$ cat src/rtl/trc_pkg.sv
package trc_pkg;
  localparam int MaxFrameWidthDef = 256;
  localparam int MaxFrameHeightDef = 256;
  localparam int CfgW = 9;      // frame size register width
  localparam int CoordW = 20;   // pixel coordinate, 8 fraction bits
  localparam int OpW = 21;      // multiplier operand width
  localparam int ProdW = 42;
  localparam int AccW = 48;     // edge function accumulators
  localparam int StepW = 4;
  localparam logic [StepW-1:0] SetupLast = 4'd14;

  localparam logic CmdDraw = 1'b0;
  localparam logic CmdRead = 1'b1;

  localparam logic RegWidth = 1'b0;
  localparam logic RegHeight = 1'b1;

  typedef struct packed {
    logic             clear_en;
    logic             capture;
    logic             setup_en;
    logic [StepW-1:0] step;
    logic             scan_en;
    logic             out_load;
  } trc_cmd_t;

  typedef struct packed {
    logic clear_last;
    logic degenerate;
    logic scan_last;
    logic out_free;
  } trc_status_t;
endpackage

$ cat src/rtl/trc_ctrl.sv
module trc_ctrl import trc_pkg::*; (
  input  logic        clk,
  input  logic        rst,
  input  logic        in_valid,
  input  logic        command,
  input  trc_status_t status,
  output trc_cmd_t    cmd,
  output logic        in_stall
);
  localparam logic [2:0] S_CLEAR  = 3'd0;
  localparam logic [2:0] S_IDLE   = 3'd1;
  localparam logic [2:0] S_SETUP  = 3'd2;
  localparam logic [2:0] S_SCAN   = 3'd3;
  localparam logic [2:0] S_READ   = 3'd4;
  localparam logic [2:0] S_FINISH = 3'd5;

  logic [2:0] state, state_next;
  logic [StepW-1:0] step, step_next;

  always_comb begin
    state_next = state;
    step_next = step;
    cmd = '0;
    cmd.step = step;
    in_stall = 1'b1;
    case (state)
      S_CLEAR: begin
        cmd.clear_en = 1'b1;
        if (status.clear_last) state_next = S_IDLE;
      end
      S_IDLE: begin
        in_stall = 1'b0;
        if (in_valid) begin
          cmd.capture = 1'b1;
          step_next = '0;
          state_next = (command == CmdRead) ? S_READ : S_SETUP;
        end
      end
      S_SETUP: begin
        cmd.setup_en = 1'b1;
        if (step == SetupLast) begin
          state_next = status.degenerate ? S_FINISH : S_SCAN;
        end else begin
          step_next = step + 1'b1;
        end
      end
      S_SCAN: begin
        cmd.scan_en = 1'b1;
        if (status.scan_last) state_next = S_FINISH;
      end
      S_READ: state_next = S_FINISH;
      S_FINISH: begin
        if (status.out_free) begin
          cmd.out_load = 1'b1;
          state_next = S_IDLE;
        end
      end
      default: state_next = S_IDLE;
    endcase
  end

  always_ff @(posedge clk) begin
    if (rst) begin
      state <= S_CLEAR;
      step <= '0;
    end else begin
      state <= state_next;
      step <= step_next;
    end
  end
endmodule

$ cat config.mk
export PLATFORM = sky130hd
export DESIGN_NAME = trc_ctrl
export DESIGN_NICKNAME = d
export VERILOG_FILES = /design/src/rtl/trc_pkg.sv /design/src/rtl/trc_ctrl.sv
export SDC_FILE = /design/constraint.sdc
export NUM_CORES = 1
export LEC_CHECK = 0
export BUFFER_PORTS_ARGS = -buffer_cell sky130_fd_sc_hd__buf_4
export CAP_MARGIN = 10
export CORE_AREA = 2 2 39 41
export DETAILED_ROUTE_END_ITERATION = 10
export DIE_AREA = 0 0 41 43
export HOLD_SLACK_MARGIN = 0.05
export PLACE_DENSITY = 0.61
export SLEW_MARGIN = 40
export SYNTH_ARGS = -nofsm -noshare
export SYNTH_HDL_FRONTEND = slang
export SYNTH_SLANG_ARGS = --single-unit
export TNS_END_PERCENT = 20
$ cat constraint.sdc
create_clock -name clk -period 3 [get_ports clk]
set_clock_uncertainty 0.15 [all_clocks]
set_input_delay 0.15 -clock clk [delete_from_list [all_inputs] [get_ports clk]]
set_output_delay 0.15 -clock clk [all_outputs]
set_load 0.005 [all_outputs]
### After elaboration in Yosys (flattened, before gate mapping)

Cells that the tools add are included.

| cells by class | value |
|---|---|
| $add $sub $neg | 1 |
| reductions and logical operators | 4 |
| equal/unequal tests | 12 |
| mux-type cells | 19 |

Operator list:

| operator | number |
|---|---|
| $mux W3 | 7 |
| $pmux W3 S6 | 1 |
| $ne A2 B2 Y1 const B | 6 |
| $mux W1 | 8 |
| $mux W4 | 2 |
| $pmux W4 S2 | 1 |
| $eq A3 B2 Y1 const B | 2 |
| $eq A3 B3 Y1 const B | 2 |
| $reduce_and A5 Y1 | 1 |
| $add A4 B1 Y4 const B | 1 |
| $eq A4 B4 Y1 const B | 1 |
| $eq A3 B1 Y1 const B | 1 |
| $logic_not A3 Y1 | 1 |
| $reduce_and A3 Y1 | 1 |
| $reduce_bool A2 Y1 | 1 |

| word-level totals | value |
|---|---|
| input port bits | 8 |
| logic and storage cells | 38 |
| register bits | 7 |
| output and inout bits | 10 |

### Depth between registers and ports, before layout

| logic depth | value |
|---|---|
| depth in word-level cells | 3 |
| mapped depth | 6 |
| depth with buffers taken out | 6 |

### Worst setup path before layout

No wires, ideal clock.

| timing path | value |
|---|---|
| path type | register to register |
| from | register state[0] |
| to | register step[1] |
| data required time | 2.784 ns |
| slack | 1.415 ns |
| data arrival time | 1.369 ns |
| setup time | 0.066 ns |
| buffers on the path | 1 |
| cell stages (with the launch flop) | 6 |
| clock period less this slack | 1.585 ns |
| path through | dfxtp_1 > buf_2 > nor3b_4 > a21oi_2 > or3b_1 > a21oi_2 |

| on the way | value |
|---|---|
| longest elaborated chain between the ends | 3 |
| elaborated cells on any way between the ends | 7 |
| classes of those cells | eq/ne (4); mux (1); reduce/logical (2) |

RTL lines:

| what | RTL line | source |
|---|---|---|
| start, declared | trc_ctrl.sv:17 | `logic [2:0] state, state_next;` |
| start signal, assigned | trc_ctrl.sv:67 | `state <= state_next;` |
| $eq A3 B2 Y1 or $eq A3 B1 Y1 (tied branches) | trc_ctrl.sv:26 | `case (state)` |
| $ne A2 B2 Y1 (no line) or $reduce_bool A2 Y1 (tied branches) | -- |  |
| $reduce_and A3 Y1 (no line) | -- |  |
| end signal, assigned | trc_ctrl.sv:68 | `step <= step_next;` |
| end, declared | trc_ctrl.sv:18 | `logic [StepW-1:0] step, step_next;` |

Parallel ways exist; a longest one is shown, timed or not.
A chain may end at the register's enable or synchronous reset.

### Worst setup path after layout

| timing path | value |
|---|---|
| from | register state[1] |
| to | register step[1] |

Same word-level chain as after synthesis.

==> reports/results.ini <==
[setup_path]
crit_type = reg2reg
crit_arrival_ns = 1.75
cp_max_fo = 10
start_kind = register
crit_top_cell = a21oi_2
r2r_setup_slack_ns = 1.29
path_buf_inv = 0
critPathTopFamily = simple AND/OR/NAND/NOR gates
critPathCapture = step[1]
r2r-end = step[1]
rr_worst_depth = 4
cp_slowest_cell = dfxtp_1
critPathCaptureType = register
path_cells = nor3b_4, a21oi_2, or3b_1, a21oi_2
critPathMaxStageDelay_ns = 0.47
reg2reg_from = state[1]
path_depth = 4
startpoint = state[1]
cp.required_ns = 3.04

[logic_synthesis]
synthMuxAreaShare = 0.04156
ys.warnings.count = 0
synthTopCellsByArea = dfxtp_1, ha_1, nand3_1
syn-num-nets = 69
synthAdderAreaFrac = 0.05195
synth_top_family_by_area = simple AND/OR/NAND/NOR gates
syn_inst = 59
yosys.cell_types.count = 29
synth_compound_area_frac = 0.1247
synth-edff-count = 0
yosysMostFrequentCell = dfxtp_1
synth-xor-area-share = 0.01818
syn_area_per_cell_um2 = 8.165
synth-main-ff-cell = dfxtp_1
yosys.area.top_type = dfxtp_1
syn-cell-area_um2 = 481.7
ys_seq_area_frac = 0.2909
ys_async_sr_fraction = 0
ys_seq_elements = 7
synth-simple-area-share = 0.4286
synth_top_area_frac = 0.2909
synth_common_cells = dfxtp_1, nand2_1, nand3_1, nor2_1

[sta]
final-max-slew-violation-count = 0
worst_slack_ns = 1.290
timing.fmax_mhz = 584.7
max_slew_margin = 0.7362
setup_violations = 0
layout_min_cycle_time_ns = 1.710
worst_slew_pin_slew_ns = 0.3952
rsz0062_at_grt = no
hold_violations = 0
fin_crit_sh = 0.5701
tns_ns = 0

[detailed_routing]
drtIter0Drc = 4
vias = 468
vias_per_cell = 4.979
first_pass_iters = 3
routedWlPerCell_um = 11.04
route.detailed.drc = 0
drtAntennaViolNets = 0
wl_mm = 1.038

[power]
p_per_area_mw_per_mm2 = 466.8
peakVddDrop_mv = 0.2229
p_leak_nw = 0.2747

[clock_network]
clock-sinks = 7
cts_tree = done
clk_latency_ns = 0.25
cts_max_level = 1
cts_inserted_buffers = 3
cts-root-buf = clkbuf_4
cts_resized = 0
path_clk_slew_ns = 0.05
clk_path_buf_depth = 2

[worst_hold_path]
min_from = status[3]
min_path_type = in2reg
worstHoldPathCells = 3

[grt]
grt_pass1_vias = 415
grt.total_usage = 0.1355
grt.overflow.total = 0
antenna_found_initial = 0
grt_pass1_wl_mm = 1.662
grt_max_degree = 13

[layout]
diodes = 0
drive_gt1_frac = 0.3462
finalNetCount = 89
areaGrowthSynthToFinish_pct = 35.32

[die]
rows = 14
dieArea_mm2 = 0.001763
core_area_mm2 = 0.001384
ioPinCount = 18
die_x_um = 41
start_util = 0.3481
die_h_um = 43

[job]
drv_cap = 0

[placement]
hpwl_um = 766.7
gp_congestion = 0.7097
port_buffers = 17
pre_cts_ws_ns = 1.308

[status]
status = finished clean

## layout by cell type, fill, tap and decap left out
master         count
a21oi_1            2
and3b_2            1
buf_4             17
nor2_1             5
clkbuf_4           3
a311oi_1           1
nor3b_1            1
or3b_1             1
a41oi_1            1
o21ai_0            3
dlygate4sd3_1      1
a21oi_2            2
and4bb_4           1
nand2_1            6
xor2_1             1
or2b_1             1
clkbuf_1           1
nand3b_1           2
and3_1             1
nand2b_1           3
ha_1               2
nor3b_4            1
nand4_1            1
nor3_1             2
mux2i_1            2
nand3_1            5
or2_2              1
nand2b_2           1
dfxtp_1            7
inv_1              2
## through the flow
step | instance area (um^2) | instances | total power [mW] | hold WS, ns | util
finish | 651.9 | 94 | 0.3043 | 0.1086 | 0.4711
global route | 651.9 | 94 | 0.3239 | 0.1261 | 0.4711
CTS | 651.9 | 94 | 0.3085 | 0.1022 | 0.4711
detailed placement | 615.6 | 89 | 0.2206 | 0.2303 | 0.4448
global placement | 615.6 | 89 | 0.2208 | 0.2293 | 0.4448
floorplan | 481.7 | 59 | 0.1846 | 0.2380 | -
## sequential cells by signal, summed over array words and instances (netlist names)
register and cells:
step 4, state 3
## per-layer routing
layer,global-route usage,routed length [um]
met4,0.04000,0
met2,0.1969,525
met5,0,0
met1,0.1833,480
met3,0.04712,32
## logic make-up after synthesis
group / after synthesis
buffers and inverters: 5
AOI/OAI and AO/OA: 9
xor gates and xnor gates: 1
adders and majority gates: 2
DFF: 7
muxes: 2
and+or+nand+nor: 33
## layout make-up
cell class,instances,area [um^2]
Inverter,2,7.507
Fill cell,154,732.0
Clock buffer,4,26.28
Tap cell,16,20.02
Timing Repair Buffer,18,137.6
Multi-Input combinational cell,47,320.3
Sequential cell,7,140.1
## power by group
part,total (mW),switching [mW],internal (mW)
Sequential,0.123,0.0218,0.101
Clock,0.0855,0.0347,0.0507
Combinational,0.0957,0.0397,0.0560
Total,0.304,0.0962,0.208
## worst min path at each step
stage                to
2_1_floorplan   step[1]
3_3_place_gp    step[1]
5_1_grt        state[0]
3_5_place_dp    step[1]
6_report       state[0]
4_1_cts        state[0]
## tightest hold or removal path: cells and delay by family
family | cells | cell delay [ns]
simple gates | 2 | 0.25
buf+inv | 1 | 0.07
## what timing repair did
item                      4_1_cts  5_1_grt
setup buffers                   0        0
hold endpoints to repair        4        0
hold buffers                    1        0
Note: power is estimated with default switching activity, not from simulation.
